File: src/design/thpc_pkg.sv
package thpc_pkg;

   // depth of the datapath from request to result
   localparam int LATENCY = 9;

   // calibration register indexes
   typedef enum logic [2:0] {
      CSR_PRESSURE_SENSITIVITY   = 3'd0,
      CSR_PRESSURE_OFFSET        = 3'd1,
      CSR_SENSITIVITY_TEMP_COEFF = 3'd2,
      CSR_OFFSET_TEMP_COEFF      = 3'd3,
      CSR_REFERENCE_TEMPERATURE  = 3'd4,
      CSR_TEMPERATURE_GAIN       = 3'd5
   } csr_index_type;

   // temperature thresholds in centidegrees
   localparam logic signed [15:0] TEMP_REF       = 16'sd2000;
   localparam logic signed [15:0] TEMP_VERY_COLD = -16'sd1500;

   // second-order offset and sensitivity gains
   localparam int OFF2_LO_GAIN   = 61;
   localparam int SENS2_LO_GAIN  = 29;
   localparam int OFF2_VLO_GAIN  = 17;
   localparam int SENS2_VLO_GAIN = 9;

   // humidity scaling
   localparam int HUM_SCALE     = 12500;
   localparam int HUM_OFFSET    = 600;
   localparam int HUM_MAX       = 10000;
   localparam int HUM_TEMP_GAIN = 18;

   // reciprocal of 100, exact for magnitudes below 2^21
   localparam int DIV100_RECIP = 2684355;
   localparam int DIV100_SHIFT = 28;

   // calibration words
   typedef struct packed {
      logic [15:0] c1;
      logic [15:0] c2;
      logic [15:0] c3;
      logic [15:0] c4;
      logic [15:0] c5;
      logic [15:0] c6;
   } cal_type;

   // first-order temperature results handed to the pressure and humidity paths
   typedef struct packed {
      logic signed [15:0] temp1;
      logic signed [15:0] t2;
      logic signed [35:0] c4dt_sh;
      logic signed [34:0] c3dt_sh;
   } temp_bus_type;

endpackage

File: src/design/thpc_hum.sv
module thpc_hum (
   input  logic                   clock,
   input  logic [15:0]            humidity_code,
   input  thpc_pkg::temp_bus_type temp_bus,
   output logic [15:0]            humidity_centipercent
);
   import thpc_pkg::*;

   localparam int HUM_DEPTH = LATENCY - 5;

   logic [29:0] rhp_ff;
   logic [13:0] rhs;
   logic [13:0] rh_in;
   logic [13:0] rh2_ff;
   logic [13:0] rh3_ff;
   logic [13:0] rh4_ff;
   logic [13:0] rh5_ff;
   logic [17:0] h;
   logic [22:0] h18;
   logic [22:0] hneg18;
   logic [20:0] hmag_in;
   logic [20:0] hmag_ff;
   logic        hneg_ff;
   logic        hneg5_ff;
   logic [42:0] qp_ff;
   logic [13:0] q;
   logic [15:0] hum_in;
   logic [15:0] hum_ff [HUM_DEPTH];

   // stage 2: scaled reading, clamped to 0..10000
   always_comb begin
      rhs = rhp_ff[29:16];
      if (rhs < 14'(HUM_OFFSET)) begin
         rh_in = '0;
      end else if (rhs > 14'(HUM_OFFSET + HUM_MAX)) begin
         rh_in = 14'(HUM_MAX);
      end else begin
         rh_in = rhs - 14'(HUM_OFFSET);
      end
   end

   // stage 4: temperature correction numerator as sign and magnitude
   always_comb begin
      h       = 18'(TEMP_REF) - {{2{temp_bus.temp1[15]}}, temp_bus.temp1}
                + {{2{temp_bus.t2[15]}}, temp_bus.t2};
      h18     = {{5{h[17]}}, h} * 23'(HUM_TEMP_GAIN);
      hneg18  = -h18;
      hmag_in = h18[22] ? hneg18[20:0] : h18[20:0];
   end

   // stage 6: quotient truncated toward zero, applied to humidity
   always_comb begin
      q = 14'(qp_ff >> DIV100_SHIFT);
      if (hneg5_ff) begin
         hum_in = {2'b0, rh5_ff} + {2'b0, q};
      end else begin
         hum_in = {2'b0, rh5_ff} - {2'b0, q};
      end
   end

   always_ff @(posedge clock) begin
      rhp_ff   <= {14'b0, humidity_code} * 30'(HUM_SCALE);
      rh2_ff   <= rh_in;
      rh3_ff   <= rh2_ff;
      rh4_ff   <= rh3_ff;
      hmag_ff  <= hmag_in;
      hneg_ff  <= h18[22];
      qp_ff    <= {22'b0, hmag_ff} * {21'b0, 22'(DIV100_RECIP)};
      rh5_ff   <= rh4_ff;
      hneg5_ff <= hneg_ff;
   end

   // result delayed to line up with pressure
   always_ff @(posedge clock) begin
      hum_ff[0] <= hum_in;
      for (int i = 1; i < HUM_DEPTH; i++) begin
         hum_ff[i] <= hum_ff[i-1];
      end
   end

   assign humidity_centipercent = hum_ff[HUM_DEPTH-1];

endmodule

File: config.mk
export PLATFORM = sky130hd
export DESIGN_NAME = thpc_hum
export DESIGN_NICKNAME = d
export VERILOG_FILES = /design/src/design/thpc_pkg.sv /design/src/design/thpc_hum.sv
export SDC_FILE = /design/constraint.sdc
export NUM_CORES = 1
export LEC_CHECK = 0
export BUFFER_PORTS_ARGS = -buffer_cell sky130_fd_sc_hd__buf_2
export CORE_UTILIZATION = 40
export CTS_CLUSTER_SIZE = 40
export DETAILED_ROUTE_END_ITERATION = 16
export GPL_TIMING_DRIVEN = 0
export SLEW_MARGIN = 10
export SYNTH_ARGS = -nofsm -noshare
export SYNTH_HDL_FRONTEND = slang
export SYNTH_SLANG_ARGS = --single-unit
File: constraint.sdc
create_clock -name clock -period 9.6 [get_ports clock]
set_input_delay 1.44 -clock clock [delete_from_list [all_inputs] [get_ports clock]]
set_output_delay 1.44 -clock clock [all_outputs]
set_load 0.01 [all_outputs]
* After elaboration in Yosys (flattened, before gate mapping)
Memories as Yosys holds them, arrays and structs flattened.
Index checks and enable logic that the tools add are counted.
** Operators by class
- Shift-type cells :: 0
- Mux-type cells :: 3
- Bitwise gates (word level) :: 0
- Divide/modulo/power cells :: 0
- $mul :: 3
- Reduce and logical (&&, ||, !) cells :: 1
- Eq/ne operators :: 0
- Add/sub/neg operators :: 6
- $lt $le $gt $ge :: 2
** Operators with widths (count)
- $mul A21 B22 Y42 const B :: 1
- $mul A16 B12 Y28 const B :: 1
- $mul A23 B4 Y22 const B :: 1
- $mux W21 :: 1
- $neg A21 Y21 :: 1
- $add A17 B16 Y18 :: 1
- $sub A12 B16 Y17 const A :: 1
- $mux W16 :: 1
- $add A14 B14 Y15 :: 1
- $sub A14 B14 Y15 :: 1
- $gt A14 B14 Y1 const B :: 1
- $lt A14 B10 Y1 const B :: 1
- $mux W14 :: 1
- $sub A14 B10 Y14 const B :: 1
- $reduce_or A2 Y1 :: 1
** Storage, ports and cells
- Memories kept :: 1
- Bits in writable memories :: 64
- Logic and storage cells :: 27
- Register bits after elaboration :: 149
- Input bits :: 120
- ROM bits :: 0
- Bits in latches :: 0
- Output and inout port bits :: 16
** Memory list
- hum_ff :: depth 4, bits a word 16, rd ports 4, clocked after memory_dff 0, write ports 4, RTL line thpc_hum.sv:28 : logic [15:0] hum_ff [HUM_DEPTH];

* Logic depth before layout (Yosys ltp)
- Depth after elaboration :: 5
- Depth in mapped cells :: 27
- Depth with buffers taken out :: 26

* Least setup slack after synthesis
OpenSTA, ideal clock, no wires.
- Path type :: register -> register
- From :: reg hmag_ff[4]
- To :: reg qp_ff[41]
- Setup time :: 72 ps
- Stages on the path, launching flop included :: 23
- Arrival :: 6105 ps
- Clock period less this slack :: 6177 ps
- Required time :: 9528 ps
- Path slack :: 3423 ps
- Buffers on the path :: 0
- Path through :: dfxtp_1 > fa_1 > fa_1 > inv_1 > fa_1 > inv_1 > fa_1 > fa_1 > fa_1 > inv_1 > fa_1 > inv_1 > ha_1 > a21oi_1 > o211ai_1 > o41ai_1 > o21ai_1 > a21o_1 > o211a_1 > o21a_1 > o21a_1 > nor2_1 > xnor2_1
** On the way
- Longest elaborated chain between the ends :: 1
** RTL lines
- start, declared :: RTL line thpc_hum.sv:22 : logic [20:0] hmag_ff;
- start signal, assigned :: RTL line thpc_hum.sv:66 : hmag_ff <= hmag_in;
- $mul A21 B22 Y42 :: RTL line thpc_hum.sv:68 : qp_ff <= {22'b0, hmag_ff} * {21'b0, 22'(DIV100_RECIP)};
- end signal, assigned :: RTL line thpc_hum.sv:68
- end, declared :: RTL line thpc_hum.sv:25 : logic [42:0] qp_ff;
No other way between the ends.
A chain may end at the register's enable or synchronous reset.

* Final worst setup path
Same ends and word-level chain as after synthesis.

==> results.sh <==
export IMPL_outcome="finished clean"
export IMPL_cp_common_cell="fa_1"
export IMPL_post_route_period_util=0.7590
export IMPL_drc=0
export IMPL_cts_max_level=4
export IMPL_path_cells="fa_1, fa_1, inv_1, fa_1, inv_1, fa_1, fa_1, fa_1, inv_1, fa_1, inv_1, ha_1, a21oi_1, o211ai_1, o41ai_1, o21ai_1, a21o_1, o211a_1, o21a_1, o21a_1, nor2_1, xnor2_1"
export IMPL_coreArea_um2=41950
export IMPL_drtIter0Drc=307
export IMPL_maxSlewHeadroom=0.4826
export IMPL_rsz0062_at_grt="false"
export IMPL_worstPathMaxFanout=9
export IMPL_grtUsageMet3=0.01585
export IMPL_drive_gt1_frac=0.06516
export IMPL_syn_inst=1669
export IMPL_fin_skew_ns=0.02255
export IMPL_syn_mean_instance_area_um2=10.18
export IMPL_start_util=0.4052
export IMPL_vias_per_cell=4.708
export IMPL_met1_usage=0.2079
export IMPL_dp_hpwl_um=27980
export IMPL_required_ns=9.94
export IMPL_hp_class="reg -> reg"
export IMPL_ctsResizeCount=0
export IMPL_post_cts_repair_setup_buffers=0
export IMPL_die_w_um=208.1
export IMPL_ys_warn_count=0
export IMPL_syn_num_nets=2382
export IMPL_grt_usage=0.1533
export IMPL_grt_busiest_layer="met2"
export IMPL_grt_first_pass_wirelength_um=53930
export IMPL_hold_violations=0
export IMPL_routed_via_count=10850
export IMPL_io_buffers=64
export IMPL_cts_root_buffer="clkbuf_16"
export IMPL_worstPathArrival_ns=7.62
export IMPL_cts_made_buffers=17
export IMPL_grt_pass1_vias=11290
export IMPL_fmax_mhz=137.2
export IMPL_drv_cap=0
export IMPL_wirelength_um=31580
export IMPL_final_common_cell="ha_1"
export IMPL_gp_congestion=0.8547
export IMPL_holdWs_ns=0.3219
export IMPL_cpPeakStageDelay_ns=0.65
export IMPL_path_delay_family="adder cells"
export IMPL_crit_start="hmag_ff[4]"
export IMPL_yosysUniqueCellTypes=64
export IMPL_fillers=3999
export IMPL_clock_latency_ns=0.44
export IMPL_ant_nets=0
export IMPL_wl_per_cell_um=13.71
export IMPL_worstHoldStart="rh4_ff[2]"
export IMPL_worstMarginPinSlew_ns=0.7661
export IMPL_drv_slew=0
export IMPL_grt_max_degree=22
export IMPL_crit_type="reg -> reg"
export IMPL_tritoncts="built"
export IMPL_cts_buffer_depth=2
export IMPL_dpl_cell_count=2272
export IMPL_firstDrtPassIters=4
export IMPL_slowest_stage="dfxtp_1"
export IMPL_cts_num_sinks=170
export IMPL_setup_violations=0
export IMPL_die_h_um=208.1
export IMPL_period_needed_ns=7.286
export IMPL_dieArea_um2=43320
export IMPL_synth_top_flop_cell="dfxtp_1"
export IMPL_stdcell_count=2304
export IMPL_path_clk_slew_ns=0.08
export IMPL_cts_hold_buffers_added=0
export IMPL_pin_count=136
export IMPL_synth_seq_cells=170
export IMPL_tns_ns=0
export IMPL_gr_total_overflow=0
export IMPL_synth_edf_count=0
export IMPL_synth_area_um2=17000
export IMPL_antenna_found_initial=0
export IMPL_critPathBufInv=4
export IMPL_async_flop_share=0
export IMPL_syn2layout_area_growth_pct=9.541
export IMPL_nNetsFinal=2465
export IMPL_end_kind="flop"
export IMPL_rows=75
export IMPL_globalRouteMet2Util=0.2642
export IMPL_r2r_start="hmag_ff[4]"
export IMPL_mostFrequentLayoutCells="ha_1 (403), inv_1 (373), fa_1 (190)"
export IMPL_n_antenna_cell=0
export IMPL_cp_start_kind="flop"
export IMPL_ys_seq_area_frac=0.2002
-- registers in the layout, summed over array words and instances, names as in the netlist --
name / cells
rhp_ff: 14
rh2_ff: 14
qp_ff: 14
rh4_ff: 14
hmag_ff: 20
rh3_ff: 14
hum_ff: 64
rh5_ff: 14
hneg_ff: 1
hneg5_ff: 1
-- logic make-up (layout without fill, tap and decap cells) --
group,Yosys count,count (layout),synth area share
and+or+nand+nor,206,206,0.05904
xor gates and xnor gates,92,92,0.04851
buffers and inverters,380,476,0.08436
muxes,2,2,0.001178
adders and majority gates,593,593,0.5205
AOI/OAI and AO/OA,226,226,0.08621
DFF,170,170,0.2002
-- path summary, 6_finish.rpt --
check,slack [ns],end,cells after the start
worst min-delay path,0.32,rh5_ff[2],0
worst min register to register,0.32,rh5_ff[2],0
worst max-delay path,2.31,qp_ff[41],22
worst max register to register,2.31,qp_ff[41],22
-- cell usage after synthesis (all sizes together) (8+ instances only) --
cell type | instances | area [um2]
xnor2 | 61 | 534.3
nand2b | 14 | 87.58
a31oi | 10 | 68.81
a21oi | 76 | 395.4
fa | 190 | 3804
xor2 | 31 | 290.3
a21o | 18 | 135.1
nor2b | 11 | 68.82
nor2 | 78 | 292.8
inv | 374 | 1404
ha | 403 | 5042
a211oi | 12 | 95.09
o21ai | 49 | 245.2
nor3 | 20 | 100.1
nand2 | 27 | 101.4
o21bai | 14 | 116.4
o21a | 10 | 76.32
dfxtp | 170 | 3403
nor4 | 8 | 56.30
nand3 | 15 | 75.07
-- metrics by stage --
step / worst slack [ns] / util / area, um2
after floorplan: 3.423 / - / 17000
after global placement: 2.226 / 0.4289 / 17990
after detailed placement: 2.224 / 0.4289 / 17990
after CTS: 2.192 / 0.4438 / 18620
after global routing: 2.007 / 0.4438 / 18620
final: 2.314 / 0.4438 / 18620
-- routing by layer --
layer  share of wire  vias up
li1                -     5605
met3           0.019        7
met2            0.48       91
met4          0.0064        0
met1            0.49     5145
met5               0        -
-- cell type report --
type                    count  area (um2)  share of cell area
inverters                 374        1404             0.07540
clock buffers              17       425.4             0.02285
well taps                 539       674.4             0.03622
clock inverters            15       201.4             0.01082
flip-flops and latches    170        3403              0.1828
multi-input cells        1119       12160              0.6531
repair buffers             64       320.3             0.01720
plain buffers               6       30.03            0.001613
Power is not shown: default switching activity piles up to over one toggle a cycle in this logic, so the estimate is an artifact.
