--- src/design/thpc_pkg.sv ---
package thpc_pkg;

   // depth of the datapath from request to result
   localparam int LATENCY = 9;

   // calibration register indexes
   typedef enum logic [2:0] {
      CSR_PRESSURE_SENSITIVITY   = 3'd0,
      CSR_PRESSURE_OFFSET        = 3'd1,
      CSR_SENSITIVITY_TEMP_COEFF = 3'd2,
      CSR_OFFSET_TEMP_COEFF      = 3'd3,
      CSR_REFERENCE_TEMPERATURE  = 3'd4,
      CSR_TEMPERATURE_GAIN       = 3'd5
   } csr_index_type;

   // temperature thresholds in centidegrees
   localparam logic signed [15:0] TEMP_REF       = 16'sd2000;
   localparam logic signed [15:0] TEMP_VERY_COLD = -16'sd1500;

   // second-order offset and sensitivity gains
   localparam int OFF2_LO_GAIN   = 61;
   localparam int SENS2_LO_GAIN  = 29;
   localparam int OFF2_VLO_GAIN  = 17;
   localparam int SENS2_VLO_GAIN = 9;

   // humidity scaling
   localparam int HUM_SCALE     = 12500;
   localparam int HUM_OFFSET    = 600;
   localparam int HUM_MAX       = 10000;
   localparam int HUM_TEMP_GAIN = 18;

   // reciprocal of 100, exact for magnitudes below 2^21
   localparam int DIV100_RECIP = 2684355;
   localparam int DIV100_SHIFT = 28;

   // calibration words
   typedef struct packed {
      logic [15:0] c1;
      logic [15:0] c2;
      logic [15:0] c3;
      logic [15:0] c4;
      logic [15:0] c5;
      logic [15:0] c6;
   } cal_type;

   // first-order temperature results handed to the pressure and humidity paths
   typedef struct packed {
      logic signed [15:0] temp1;
      logic signed [15:0] t2;
      logic signed [35:0] c4dt_sh;
      logic signed [34:0] c3dt_sh;
   } temp_bus_type;

endpackage

--- src/design/thpc_temp.sv ---
module thpc_temp (
   input  logic                   clock,
   input  thpc_pkg::cal_type      cal,
   input  logic [23:0]            raw_temperature,
   output thpc_pkg::temp_bus_type temp_bus,
   output logic signed [15:0]     temperature_centideg
);
   import thpc_pkg::*;

   localparam int TOUT_DEPTH = LATENCY - 3;

   logic signed [24:0] dt_in;
   logic signed [24:0] dt_ff;
   logic signed [41:0] dtc6_ff;
   logic signed [41:0] c4dt_ff;
   logic signed [41:0] c3dt_ff;
   logic signed [49:0] sq_full;
   logic [47:0]        sq_ff;
   logic [50:0]        sq5;
   logic [49:0]        sq3;
   logic signed [17:0] dtc6_sh;
   temp_bus_type       bus_in;
   temp_bus_type       bus_ff;
   logic signed [15:0] tout_ff [TOUT_DEPTH];

   // stage 1: difference to reference temperature
   assign dt_in = $signed({1'b0, raw_temperature}) - $signed({1'b0, cal.c5, 8'b0});

   // stage 2: products of dt
   assign sq_full = dt_ff * dt_ff;

   // stage 3: first-order temperature and second-order term
   always_comb begin
      dtc6_sh        = 18'(dtc6_ff >>> 23);
      bus_in.temp1   = dtc6_sh[15:0] + TEMP_REF;
      sq5            = {1'b0, sq_ff, 2'b0} + {3'b0, sq_ff};
      sq3            = {1'b0, sq_ff, 1'b0} + {2'b0, sq_ff};
      if (bus_in.temp1 >= TEMP_REF) begin
         bus_in.t2 = {3'b0, sq5[50:38]};
      end else begin
         bus_in.t2 = sq3[48:33];
      end
      bus_in.c4dt_sh = 36'(c4dt_ff >>> 6);
      bus_in.c3dt_sh = 35'(c3dt_ff >>> 7);
   end

   always_ff @(posedge clock) begin
      dt_ff   <= dt_in;
      dtc6_ff <= dt_ff * $signed({1'b0, cal.c6});
      c4dt_ff <= dt_ff * $signed({1'b0, cal.c4});
      c3dt_ff <= dt_ff * $signed({1'b0, cal.c3});
      sq_ff   <= sq_full[47:0];
      bus_ff  <= bus_in;
   end

   // stage 4 onward: final temperature, delayed to line up with pressure
   always_ff @(posedge clock) begin
      tout_ff[0] <= bus_ff.temp1 - bus_ff.t2;
      for (int i = 1; i < TOUT_DEPTH; i++) begin
         tout_ff[i] <= tout_ff[i-1];
      end
   end

   assign temp_bus             = bus_ff;
   assign temperature_centideg = tout_ff[TOUT_DEPTH-1];

endmodule

--- config.mk ---
export PLATFORM = sky130hd
export DESIGN_NAME = thpc_temp
export DESIGN_NICKNAME = d
export VERILOG_FILES = /design/src/design/thpc_pkg.sv /design/src/design/thpc_temp.sv
export SDC_FILE = /design/constraint.sdc
export NUM_CORES = 2
export LEC_CHECK = 0
export BUFFER_PORTS_ARGS = -buffer_cell sky130_fd_sc_hd__buf_2
export CORE_MARGIN = 10
export CORE_UTILIZATION = 70
export CTS_CLUSTER_DIAMETER = 150
export DETAILED_ROUTE_END_ITERATION = 10
export GPL_TIMING_DRIVEN = 0
export PLACE_DENSITY_LB_ADDON = 0.08
export SYNTH_ARGS = -nofsm -noshare
export SYNTH_HDL_FRONTEND = slang
export SYNTH_SLANG_ARGS = --single-unit
--- constraint.sdc ---
create_clock -name clock -period 13 [get_ports clock]
set_clock_uncertainty 0.2 [all_clocks]
set_input_delay 1.3 -clock clock [delete_from_list [all_inputs] [get_ports clock]]
set_output_delay 1.3 -clock clock [all_outputs]
set_load 0.01 [all_outputs]
* Yosys cells after proc, flatten, opt, wreduce, memory -nomap -nowiden
Memories as Yosys holds them, arrays and structs flattened. Cells that the tools add are included.
Cells by class: muxes and demuxes 1, multipliers 4, add/sub/neg operators 5, $lt $le $gt $ge 1
Operator list (count):
- $mul 25x17->42 | 2
- $add 50x48->51 | 1
- $add 49x48->49 | 1
- $mul 25x25->48 | 1
- $mul 25x17->39 | 1
- $sub 24x24->25 | 1
- $add 16x11->16 const B | 1
- $ge 16x12->1 const B | 1
- $sub 16x16->16 | 1
- $mux 13 | 1
Storage, ports and cells: word-level logic and storage cells 22, flip-flop bits (word level) 299, input port bits 121, memories kept 1, memory bits (writable) 96, output and inout port bits 119
Memory list:
- tout_ff | depth 6, width 16, rd ports 6, clocked after Yosys merged registers in 0, wr ports 6, line thpc_temp.sv:24 | logic signed [15:0] tout_ff [TOUT_DEPTH];

* Logic depth before layout (Yosys ltp)
depth in word-level cells 3, mapped depth 29, gate-level depth less buffers 27

* Least setup slack after synthesis
Ideal clock, no wire load.
path type input port to flip-flop, start point input port cal[53] (netlist name), end point register c3dt_ff[32], arrival time 7384 ps, required time 12728 ps, path slack 5343 ps, cell stages on the path 25, library setup time 72 ps, path buffers 2, cell sequence clkbuf_1 clkbuf_1 nand2_1 fa_1 inv_1 fa_1 inv_1 fa_1 inv_1 fa_1 inv_1 fa_1 inv_1 fa_1 ha_1 a21o_1 a221oi_1 o22ai_1 o21ai_0 a21boi_1 o311a_1 o311ai_0 a21oi_1 a21oi_1 xnor2_1
On the way: word-level cells in the longest chain between the ends 1
Ends and longest elaborated chain:
- start, declared | line thpc_temp.sv:3 | input thpc_pkg::cal_type cal,
- $mul 25x17->42 | line thpc_temp.sv:51 | c3dt_ff <= dt_ff * $signed({1'b0, cal.c3});
- end signal, assigned | line thpc_temp.sv:51
- end, declared | line thpc_temp.sv:16 | logic signed [41:0] c3dt_ff;
Every way passes these cells. A chain may end at the register's enable or synchronous reset.

* Final worst setup path
start point register dt_ff[21], end point register sq_ff[44]
On the way: word-level cells in the longest chain between the ends 1
Ends and longest elaborated chain:
- start, declared | line thpc_temp.sv:13 | logic signed [24:0] dt_ff;
- start signal, assigned | line thpc_temp.sv:48 | dt_ff <= dt_in;
- $mul 25x25->48 | line thpc_temp.sv:30 | assign sq_full = dt_ff * dt_ff;
- named net sq_full[44] | line thpc_temp.sv:17 | logic signed [49:0] sq_full;
- end signal, assigned | line thpc_temp.sv:52 | sq_ff <= sq_full[47:0];
- end, declared | line thpc_temp.sv:18 | logic [47:0] sq_ff;
The timed path passes the listed nets, and every way through them passes these cells.

==> impl_metrics.json <==
{
  "outcome": "finished with violations",
  "violations": "max-capacitance violations, max-slew violations",
  "cpPeakStageDelay_ps": 890,
  "ctsResizeCount": 0,
  "overflow": 0,
  "holdPathStages": 0,
  "grt_pass1_vias": 58500,
  "setup_viol": 0,
  "min_period_ps": 10640,
  "timing.rr.end": "sq_ff[44]",
  "drive_gt1_frac": 0.0339,
  "antenna_found_initial": 26,
  "syn_nets": 10200,
  "wirelength_mm": 222,
  "drcViolationCount": 0,
  "avgSynthCellArea_um2": 9.40,
  "crit_arrival_ps": 10970,
  "cts_tree": "yes",
  "clk_latency_ps": 630,
  "num_vias": 54100,
  "hold_path_end": "tout_ff[1][6]",
  "placement_rows": 118,
  "hold_viol": 0,
  "ys_types": 70,
  "worst_r2r_path_depth": 27,
  "tightest_slew_ps": 1600,
  "clk_pin_slew_ps": 70,
  "syn_inst": 7746,
  "reg2reg_from": "dt_ff[21]",
  "viasPerCell": 5.75,
  "max_freq_ghz": 0.0940,
  "grt_usage": 0.389,
  "async_flop_share": 0,
  "multi_input_area_um2": 56900,
  "fillers": 7673,
  "worst_hold_startpoint": "tout_ff[0][6]",
  "synth-seq-cells": 358,
  "hpwl_mm": 184,
  "cp-end-kind": "flip-flop",
  "cts_made_buffers": 39,
  "hp-class": "flip-flop to flip-flop",
  "cp.required_ps": 13340,
  "crit_type": "flip-flop to flip-flop",
  "crit_top_cell": "fa_1",
  "start_util": 0.704,
  "syn_to_final_growth_pct": 5.64,
  "numPortBuffers": 189,
  "grt_pass1_wl_mm": 342,
  "max_slew_margin": -0.0649,
  "yosysSeqAreaShare": 0.0984,
  "final_nets": 10400,
  "period_share": 0.818,
  "cts-root-buf": "clkbuf_16",
  "r2r_slack_ps": 2360,
  "clock-sinks": 358,
  "die_h_um": 343,
  "critPathLaunchType": "flip-flop",
  "rsz0062_at_grt": "no",
  "max_cap_viol_count": 8,
  "die_w_um": 343,
  "yosysWarnings": 0,
  "dr.pass1.iters": 6,
  "die_area_um2": 117000,
  "cp_max_fo": 10,
  "netlist_area_um2": 72800,
  "routedWlPerCell_um": 23.6,
  "ios": 240,
  "drtIter0Drc": 4546,
  "cts_setup_buffers": 0,
  "htreeDepth": 2,
  "core_region_area_um2": 103000,
  "tns_ps": 0,
  "ff_latch_area_um2": 7170,
  "cts_hold_buf": 0,
  "crit_slowest_cell": "clkbuf_1",
  "finalMaxSlewViolations": 67,
  "clk_path_buf_depth": 3,
  "antenna_left": 0,
  "synth-edff-count": 0,
  "grt_max_degree": 16,
  "ys.flop_type": "dfxtp_1",
  "place_congestion": 1.04
}
metal layers:
metal | up-vias | global-route usage | wire length [um]
met5 | - | 0 | 117
met4 | 18 | 0.248 | 17700
met3 | 842 | 0.118 | 25600
met2 | 2966 | 0.602 | 99200
met1 | 27200 | 0.475 | 79100
li1 | 23100 | - | -
worst max-delay path: cells and delay by family, from the launching register on:
kind	cells	cell delay, ps
fa+ha+maj	8	3920
buf+inv	8	2870
compound gates	8	2410
simple gates	3	770
flops	1	360
area by class of cell:
type / count / share of cell area
antenna: 26 / 0.000845
buffer: 316 / 0.0154
clock buffer: 50 / 0.0136
clock inverter: 19 / 0.00384
inverter: 2010 / 0.0980
multi-input combinational: 5062 / 0.740
sequential: 358 / 0.0931
tap: 1380 / 0.0224
timing repair buffer: 190 / 0.0126
sequential cells by signal (all words and copies together) (netlist names):
signal,count
c3dt_ff,35
c4dt_ff,36
dt_ff,25
dtc6_ff,16
sq_ff,47
temp_bus,103
tout_ff,96
logic make-up after synthesis:
kind of cell | Yosys count | share of synthesized area
AOI/OAI and AO/OA | 534 | 0.0485
xor gates and xnor gates | 219 | 0.0263
adders and majority gates | 2306 | 0.575
buffers and inverters | 2326 | 0.120
DFF | 358 | 0.0984
muxes | 4 | 0.000550
and+or+nand+nor | 1999 | 0.131
synth_stat cells (5+ instances only):
master | number | area share
xor2_1 | 63 | 0.0076
a221oi_1 | 5 | 0.00060
dfxtp_1 | 358 | 0.098
a2111oi_0 | 7 | 0.00084
nor4_1 | 5 | 0.00043
nand4_1 | 15 | 0.0013
nand3_1 | 41 | 0.0028
nor2b_1 | 55 | 0.0047
nor2_1 | 172 | 0.0089
a21o_1 | 92 | 0.0095
o211ai_1 | 8 | 0.00082
a31oi_1 | 15 | 0.0013
nor3_1 | 42 | 0.0029
o21a_1 | 40 | 0.0041
ha_1 | 566 | 0.097
o2111ai_1 | 6 | 0.00072
and4_1 | 8 | 0.00096
nand2b_1 | 24 | 0.0021
nand2_1 | 993 | 0.051
a211oi_1 | 28 | 0.0029
or3_1 | 6 | 0.00052
fa_1 | 1740 | 0.48
o31ai_1 | 10 | 0.0010
o21ai_0 | 81 | 0.0056
o21bai_1 | 11 | 0.0011
clkbuf_1 | 312 | 0.016
a21boi_0 | 9 | 0.00093
and2_1 | 585 | 0.050
a21oi_1 | 154 | 0.011
xnor2_1 | 156 | 0.019
inv_1 | 2010 | 0.10
and3_1 | 31 | 0.0027
or2_2 | 7 | 0.00060
a211o_1 | 7 | 0.00084
o41ai_1 | 5 | 0.00060
worst max path at each step:
stage                         start  slack (ps)           to  cells after the start
after floorplan             cal[53]        5340  c3dt_ff[32]                     25
final                     dt_ff[21]        2360    sq_ff[44]                     27
after global placement    dt_ff[23]        2730    sq_ff[44]                     26
after global routing      dt_ff[23]        2220    sq_ff[44]                     26
after detailed placement  dt_ff[23]        2670    sq_ff[44]                     27
after CTS                 dt_ff[23]        2640    sq_ff[44]                     26
metrics by stage:
| stage | cell area [um2] | cells | hold WS [ps] | setup slack, ps | util |
|---|---|---|---|---|---|
| floorplan | 72800 | 7746 | 110 | 5340 | - |
| global placement | 75500 | 9315 | 110 | 2730 | 0.730 |
| detailed placement | 75500 | 9315 | 112 | 2670 | 0.730 |
| CTS | 76900 | 9384 | 124 | 2640 | 0.743 |
| global route | 76900 | 9388 | 124 | 2220 | 0.743 |
| finish | 77000 | 9411 | 124 | 2360 | 0.744 |
cells in the final DEF, fill, tap and decap left out, types with 39 or more instances in the layout:
cell type,synthesis,final
xnor2_1,156,156
buf_2,1,190
and2_1,585,585
nand2_1,993,993
nand3_1,41,41
o21a_1,40,40
a21o_1,92,92
a21oi_1,154,154
o21ai_0,81,81
ha_1,566,566
xor2_1,63,63
dfxtp_1,358,358
nor3_1,42,42
inv_1,2010,2010
fa_1,1740,1740
nor2b_1,55,55
nor2_1,172,172
clkbuf_16,0,39
clkbuf_1,312,320
Power is left out: the tool's default activity adds up to more than one toggle a clock period on the data nets, which glitch-free logic cannot reach.
