[config.mk]
export PLATFORM = sky130hd
export DESIGN_NAME = thpc_press
export DESIGN_NICKNAME = d
export VERILOG_FILES = /design/src/design/thpc_pkg.sv /design/src/design/thpc_press.sv
export SDC_FILE = /design/constraint.sdc
export NUM_CORES = 2
export LEC_CHECK = 0
export CAP_MARGIN = 40
export CORE_MARGIN = 4
export CORE_UTILIZATION = 67
export CTS_BUF_LIST = sky130_fd_sc_hd__clkbuf_16
export CTS_CLUSTER_SIZE = 40
export DETAILED_ROUTE_END_ITERATION = 10
export DONT_BUFFER_PORTS = 1
export GPL_TIMING_DRIVEN = 0
export PLACE_DENSITY = 0.83
export SYNTH_ARGS = -nofsm -noshare
export SYNTH_HDL_FRONTEND = slang
export SYNTH_SLANG_ARGS = --single-unit
[constraint.sdc]
create_clock -name clock -period 13.44 [get_ports clock]
set_input_delay 4.032 -clock clock [delete_from_list [all_inputs] [get_ports clock]]
set_output_delay 4.032 -clock clock [all_outputs]
set_load 0.005 [all_outputs]
[src/design/thpc_pkg.sv]
package thpc_pkg;

   // depth of the datapath from request to result
   localparam int LATENCY = 9;

   // calibration register indexes
   typedef enum logic [2:0] {
      CSR_PRESSURE_SENSITIVITY   = 3'd0,
      CSR_PRESSURE_OFFSET        = 3'd1,
      CSR_SENSITIVITY_TEMP_COEFF = 3'd2,
      CSR_OFFSET_TEMP_COEFF      = 3'd3,
      CSR_REFERENCE_TEMPERATURE  = 3'd4,
      CSR_TEMPERATURE_GAIN       = 3'd5
   } csr_index_type;

   // temperature thresholds in centidegrees
   localparam logic signed [15:0] TEMP_REF       = 16'sd2000;
   localparam logic signed [15:0] TEMP_VERY_COLD = -16'sd1500;

   // second-order offset and sensitivity gains
   localparam int OFF2_LO_GAIN   = 61;
   localparam int SENS2_LO_GAIN  = 29;
   localparam int OFF2_VLO_GAIN  = 17;
   localparam int SENS2_VLO_GAIN = 9;

   // humidity scaling
   localparam int HUM_SCALE     = 12500;
   localparam int HUM_OFFSET    = 600;
   localparam int HUM_MAX       = 10000;
   localparam int HUM_TEMP_GAIN = 18;

   // reciprocal of 100, exact for magnitudes below 2^21
   localparam int DIV100_RECIP = 2684355;
   localparam int DIV100_SHIFT = 28;

   // calibration words
   typedef struct packed {
      logic [15:0] c1;
      logic [15:0] c2;
      logic [15:0] c3;
      logic [15:0] c4;
      logic [15:0] c5;
      logic [15:0] c6;
   } cal_type;

   // first-order temperature results handed to the pressure and humidity paths
   typedef struct packed {
      logic signed [15:0] temp1;
      logic signed [15:0] t2;
      logic signed [35:0] c4dt_sh;
      logic signed [34:0] c3dt_sh;
   } temp_bus_type;

endpackage

[src/design/thpc_press.sv]
module thpc_press (
   input  logic                   clock,
   input  thpc_pkg::cal_type      cal,
   input  logic [23:0]            pressure_code,
   input  thpc_pkg::temp_bus_type temp_bus,
   output logic [31:0]            pressure_pascal
);
   import thpc_pkg::*;

   localparam int D1_DEPTH = 6;

   logic [23:0]        d1_ff [D1_DEPTH];
   logic signed [16:0] dlo;
   logic signed [16:0] dvlo;
   logic signed [33:0] lo_sq;
   logic signed [33:0] vlo_sq;
   logic [30:0]        lo_ff;
   logic [29:0]        vlo_ff;
   logic               cold_ff;
   logic               vcold_ff;
   logic [35:0]        c4dt4_ff;
   logic [34:0]        c3dt4_ff;
   logic [35:0]        c4dt5_ff;
   logic [34:0]        c3dt5_ff;
   logic [36:0]        off2_lo_p;
   logic [34:0]        off2_vlo_p;
   logic [35:0]        sens2_lo_p;
   logic [33:0]        sens2_vlo_p;
   logic [34:0]        off2_in;
   logic [33:0]        sens2_in;
   logic [34:0]        off2_ff;
   logic [33:0]        sens2_ff;
   logic [37:0]        off_in;
   logic [37:0]        sens_in;
   logic [37:0]        off_ff;
   logic [37:0]        sens_ff;
   logic [37:0]        off7_ff;
   logic [37:0]        off8_ff;
   logic [41:0]        pp_lo_in;
   logic signed [44:0] pp_hi_in;
   logic [41:0]        pp_lo_ff;
   logic signed [44:0] pp_hi_ff;
   logic [62:0]        prod_in;
   logic [62:0]        prod_ff;
   logic [41:0]        prod_sh;
   logic [42:0]        diff;
   logic [31:0]        pres_in;
   logic [31:0]        pres_ff;

   // raw pressure waits for the sensitivity
   always_ff @(posedge clock) begin
      d1_ff[0] <= pressure_code;
      for (int i = 1; i < D1_DEPTH; i++) begin
         d1_ff[i] <= d1_ff[i-1];
      end
   end

   // stage 4: squares of the low and very-low temperature distances
   always_comb begin
      dlo    = 17'(temp_bus.temp1) - 17'(TEMP_REF);
      dvlo   = 17'(temp_bus.temp1) - 17'(TEMP_VERY_COLD);
      lo_sq  = dlo * dlo;
      vlo_sq = dvlo * dvlo;
   end

   // stage 5: second-order offset and sensitivity
   always_comb begin
      off2_lo_p   = 37'(lo_ff) * 37'(OFF2_LO_GAIN);
      off2_vlo_p  = 35'(vlo_ff) * 35'(OFF2_VLO_GAIN);
      sens2_lo_p  = 36'(lo_ff) * 36'(SENS2_LO_GAIN);
      sens2_vlo_p = 34'(vlo_ff) * 34'(SENS2_VLO_GAIN);
      off2_in     = '0;
      sens2_in    = '0;
      if (cold_ff) begin
         off2_in  = 35'(off2_lo_p >> 4);
         sens2_in = 34'(sens2_lo_p >> 4);
      end
      if (vcold_ff) begin
         off2_in  = off2_in + off2_vlo_p;
         sens2_in = sens2_in + sens2_vlo_p;
      end
   end

   // stage 6: offset and sensitivity, two's complement in 38 bits
   always_comb begin
      off_in  = {5'b0, cal.c2, 17'b0} + {{2{c4dt5_ff[35]}}, c4dt5_ff} - {3'b0, off2_ff};
      sens_in = {6'b0, cal.c1, 16'b0} + {{3{c3dt5_ff[34]}}, c3dt5_ff} - {4'b0, sens2_ff};
   end

   // stage 7: raw pressure times sensitivity as two partial products
   always_comb begin
      pp_lo_in = {18'b0, d1_ff[D1_DEPTH-1]} * {24'b0, sens_ff[17:0]};
      pp_hi_in = $signed({1'b0, d1_ff[D1_DEPTH-1]}) * $signed(sens_ff[37:18]);
   end

   // stage 8: combine partial products
   assign prod_in = {pp_hi_ff, 18'b0} + {21'b0, pp_lo_ff};

   // stage 9: scale, remove offset, scale again
   always_comb begin
      prod_sh = prod_ff[62:21];
      diff    = {prod_sh[41], prod_sh} - {{5{off8_ff[37]}}, off8_ff};
      pres_in = {{4{diff[42]}}, diff[42:15]};
   end

   always_ff @(posedge clock) begin
      lo_ff    <= lo_sq[30:0];
      vlo_ff   <= vlo_sq[29:0];
      cold_ff  <= temp_bus.temp1 < TEMP_REF;
      vcold_ff <= temp_bus.temp1 < TEMP_VERY_COLD;
      c4dt4_ff <= temp_bus.c4dt_sh;
      c3dt4_ff <= temp_bus.c3dt_sh;
      c4dt5_ff <= c4dt4_ff;
      c3dt5_ff <= c3dt4_ff;
      off2_ff  <= off2_in;
      sens2_ff <= sens2_in;
      off_ff   <= off_in;
      sens_ff  <= sens_in;
      pp_lo_ff <= pp_lo_in;
      pp_hi_ff <= pp_hi_in;
      off7_ff  <= off_ff;
      prod_ff  <= prod_in;
      off8_ff  <= off7_ff;
      pres_ff  <= pres_in;
   end

   assign pressure_pascal = pres_ff;

endmodule

# After elaboration in Yosys (flattened, before gate mapping)
# Memories as Yosys holds them, arrays and structs flattened.
# Cells that the tools add are included.
[classes] eq_ne=0 n_reduce_logical=0 bitwise_logic=0 n_mul=8 n_mux=4 div=0 n_addsub=10 magnitude_cmp=2 shifts=0
[ops] operator="$add A63 B42 Y63" n=1
[ops] operator="$mul A25 B19 Y44" n=1
[ops] operator="$sub A42 B38 Y43" n=1
[ops] operator="$mul A24 B18 Y42" n=1
[ops] operator="$sub A37 B36 Y38" n=1
[ops] operator="$add A34 B36 Y37" n=1
[ops] operator="$mul A31 B6 Y37 const B" n=1
[ops] operator="$sub A36 B35 Y37" n=1
[ops] operator="$add A33 B35 Y36" n=1
[ops] operator="$mul A31 B5 Y36 const B" n=1
[ops] operator="$add A33 B35 Y35" n=1
[ops] operator="$mul A30 B5 Y35 const B" n=1
[ops] operator="$mux W35" n=1
[ops] operator="$add A32 B34 Y34" n=1
[ops] operator="$mul A30 B4 Y34 const B" n=1
[ops] operator="$mux W34" n=1
[ops] operator="$sub A16 B12 Y17 const B" n=2
[ops] operator="$mux W33" n=1
[ops] operator="$lt A16 B12 Y1 const B" n=2
[ops] operator="$mux W32" n=1
[ops] operator="$mul A17 B17 Y31" n=1
[ops] operator="$mul A17 B17 Y30" n=1
[totals] wordCells=43 output_inout_bits=32 latch_bits=0 memories=1 in_bits=224 regBits=603 ramBits=144 mem_bits_ro=0
[memory_table] memory="d1_ff" depth=6 width=24 read_ports=6 rd_clocked_by_memory_dff=0 wr=6 line="thpc_press.sv:12" source="logic [23:0] d1_ff [D1_DEPTH];"

# Depth between registers and ports, before layout
[depth] depth_word=4 depth_mapped=32 mapped_depth_nobuf=32

# Worst setup path after synthesis
# Ideal clock, no wire load.
[synth_path] path_kind="input -> register" from="input temp_bus[91] in the netlist's numbering" to="register vlo_ff[28]" path_stages=32 setup_time_ps=122 required_ps=13318 setup_slack_ps=1975 path_buffers=3 arrival_time_ps=11343 path_cell_list="clkbuf_1 -> inv_1 -> clkbuf_1 -> ha_1 -> a21o_1 -> o41ai_1 -> nor2b_1 -> nor2_1 -> xnor2_1 -> inv_1 -> clkbuf_1 -> nand2_1 -> inv_1 -> fa_1 -> fa_1 -> inv_1 -> fa_1 -> inv_1 -> fa_1 -> fa_1 -> inv_1 -> fa_1 -> inv_1 -> ha_1 -> a21o_1 -> a21oi_1 -> nand2_1 -> a211oi_1 -> o21ai_0 -> a31oi_1 -> nor3_1 -> a311o_1"
[synth_via] elab_chain_cells=2
[synth_lines] item="start, declared" line="thpc_press.sv:5" source="input thpc_pkg::temp_bus_type temp_bus,"
[synth_lines] item="$sub A16 B12 Y17" line="thpc_press.sv:61" source="dvlo = 17'(temp_bus.temp1) - 17'(TEMP_VERY_COLD);"
[synth_lines] item="$mul A17 B17 Y30" line="thpc_press.sv:63" source="vlo_sq = dvlo * dvlo;"
[synth_lines] item="net vlo_sq[28]" line="thpc_press.sv:16" source="logic signed [33:0] vlo_sq;"
[synth_lines] item="end signal, assigned" line="thpc_press.sv:108" source="vlo_ff <= vlo_sq[29:0];"
[synth_lines] item="end, declared" line="thpc_press.sv:18" source="logic [29:0] vlo_ff;"
# The timed path passes the listed nets, and every way through them passes these cells.

# Worst setup path in the final report
[layout_path] from="input temp_bus[91] in the netlist's numbering" to="register lo_ff[30]"
[layout_via] elab_chain_cells=2
[layout_lines] item="$sub A16 B12 Y17" line="thpc_press.sv:60" source="dlo = 17'(temp_bus.temp1) - 17'(TEMP_REF);"
[layout_lines] item="$mul A17 B17 Y31" line="thpc_press.sv:62" source="lo_sq = dlo * dlo;"
[layout_lines] item="net lo_sq[30]" line="thpc_press.sv:15" source="logic signed [33:0] lo_sq;"
[layout_lines] item="end signal, assigned" line="thpc_press.sv:107" source="lo_ff <= lo_sq[30:0];"
[layout_lines] item="end, declared" line="thpc_press.sv:17" source="logic [30:0] lo_ff;"
# The timed path passes the listed nets, and every way through them passes these cells.

==> flow_summary.toml <==
[synth]
synth_top_cell_by_area = "fa_1"
ys_async_sr_fraction_pct = 0
synthCells = 8745
ys_ff_latch = 703
yosys.cell_count.top_type = "inv_1"
yosys.cell_types.count = 96
seq_area_frac_synth_pct = 17.2
synth_top_cell_area_share_pct = 34.4
syn_area_mm2 = 0.0818
ys.flop_type = "dfxtp_1"
synth_area_leaders = "fa_1, dfxtp_1, ha_1"
synth-edff-count = 0
synth.avg_cell_area_um2 = 9.36
yosys_warnings = 0
synth_common_cells = "inv_1, fa_1, nand2_1"

[worst_setup_path]
crit_top_cell = "fa_1"
crit_path_end_kind = "flop"
ff2ff_path_depth = 31
start_kind = "input pin"
slowest_stage = "nor2b_1"
cp_data_required_time_ns = 13.96
cp_max_fo = 11
rrSetupSlack_ns = 4.37
critPathKind = "in -> reg"
arrival_ns = 13.62
slowest_delay_ns = 0.65

[worst_hold_path]
hp-class = "reg -> reg"
hold_depth = 0

[floorplan]
dieArea_mm2 = 0.128
io_pins = 256
coreArea_mm2 = 0.121
initial_utilization_pct = 67.8
num_rows = 127
die_w_um = 357
dieHeight_um = 357

[clocking]
cts_tree = "yes"
clk_pin_slew_ns = 0.06
clockBufferDepth = 3
cts_buffers = 74
root_buffer = "clkbuf_16"
worst_skew_pair.late_latency_ns = 0.70
hold_buffers = 0
htreeDepth = 3
cts_sinks = 703

[sta]
finalHoldViolCount = 0
fmax_mhz = 76.4
skew_ns = 0.0536
period_needed_ns = 13.10
hold_ws_ns = 0.297
min_period_over_period_pct = 97.4
slew_violations = 0
slew_headroom_pct = 32.0
rsz0062_at_grt = "false"
worst_slew_pin_slew_ns = 1.01
finalSetupViolCount = 0

[run_status]
status = "finished, final reports clean"

[finish]
area_growth_pct = 5.83
finalNetCount = 11400
final_cells = 10531
final_layout_size_suffix_gt1_share_pct = 2.49
n_fill_cell = 8849

[place]
gp_congestion = 1.05
io_buffers = 0
dp.cells = 10393
hpwl_mm = 186

[grt]
grt_antenna_before_repair = 12
grt_overflow = 0
grt_max_degree = 15
grt_pass1_wl_mm = 348
grt_util_all_layers_pct = 35.5
grt_pass1_vias = 64476

[route]
vias = 59744
via_per_inst = 5.67
routed_wirelength_mm = 221
remaining_drc_errors = 0
drt_iter0_drc = 4422
wl_per_cell_um = 20.9
detail-route-antenna-nets = 0
first_pass_iters = 8

[job]
drv_cap = 0
## worst paths after layout
kind,start,to
setup / recovery,temp_bus[91],lo_ff[30]
hold / removal,d1_ff[2][13],d1_ff[3][13]
setup reg to reg,lo_ff[6],off2_ff[32]
hold reg to reg,d1_ff[2][13],d1_ff[3][13]
## cell families (layout without fill, tap and decap cells)
family,count (synthesis),after routing,synth area share (%)
mux,32,32,0.425
xor+xnor,390,390,4.17
fa+ha+maj,2319,2319,48.4
buf+inv,2355,2518,10.8
compound gates,948,948,7.65
other cells,2,13,0.00918
flops,703,703,17.2
simple gates,1996,1996,11.4
## repair_timing
action | in CTS | in global routing
endpoints found under the setup margin | 0 | 1
resized for setup | 0 | 2
setup buffers | 0 | 0
## per-layer routing
metal  up-vias  global-route usage, %  share of wire (%)
li1      26897                      -                  -
met1     29585                   41.5                 36
met2      2482                   61.1                 49
met3       774                   6.66                7.7
met4         6                   20.8                7.4
met5         -                      0              0.015
## placed cells by master, fill, tap and decap left out, drive strengths merged, types with 37 or more instances in the layout
cell and n:
xor2 110, nand2 941, buf 51, nand3 67
o21a 62, a21oi 284, fa 1405, inv 2098
nor2 303, nand4 37, xnor2 280, clkbuf 324
and2 325, nor3 71, ha 914, a21o 163
nor2b 59, dfxtp 703, o21ai 161, nand2b 71
## worst max-delay path: cells and delay by family
kind                       cells  cell delay [ns]
AOI/OAI and AO/OA              8             1.70
buffers and inverters          9             2.19
adders and majority gates      8             3.79
and+or+nand+nor                5             1.48
xor gates and xnor gates       1             0.40
## flip-flops by register name, summed over array words and instances, names as in the netlist
register and flops:
sens2_ff 34, sens_ff 37, off8_ff 38, prod_ff 42, c4dt4_ff 36, d1_ff 144
c4dt5_ff 36, off2_ff 35, pp_hi_ff 44, pressure_pascal 28, pp_lo_ff 24, lo_ff 28
cold_ff 1, c3dt5_ff 35, vlo_ff 29, off7_ff 38, c3dt4_ff 35, vcold_ff 1
off_ff 38
## area by class of cell
| type | count | area (um^2) | area share, % |
|---|---|---|---|
| antenna | 7 | 17.5 | 0.0202 |
| sequential | 703 | 14100 | 16.3 |
| clock inverter | 56 | 522 | 0.603 |
| buffer | 268 | 1030 | 1.19 |
| inverter | 2087 | 7830 | 9.05 |
| clock buffer | 75 | 1880 | 2.17 |
| tap | 1612 | 2020 | 2.33 |
| timing repair buffer | 32 | 318 | 0.367 |
| multi-input combinational | 5691 | 58900 | 68.0 |
## through the flow
stage / utilization [%] / cell area [um^2] / worst slack, ns / TNS, ns
4_1_cts: 71.8 / 86600 / 0.413 / 0
3_3_place_gp: 69.5 / 83900 / -0.668 / -2.93
2_1_floorplan: - / 81800 / 1.98 / 0
5_1_grt: 71.8 / 86600 / 0.201 / 0
3_5_place_dp: 69.8 / 84200 / -0.324 / -0.820
6_report: 71.8 / 86600 / 0.343 / 0
Power is left out: the tool's default activity adds up to more than one toggle a clock period on the data nets, which glitch-free logic cannot reach.
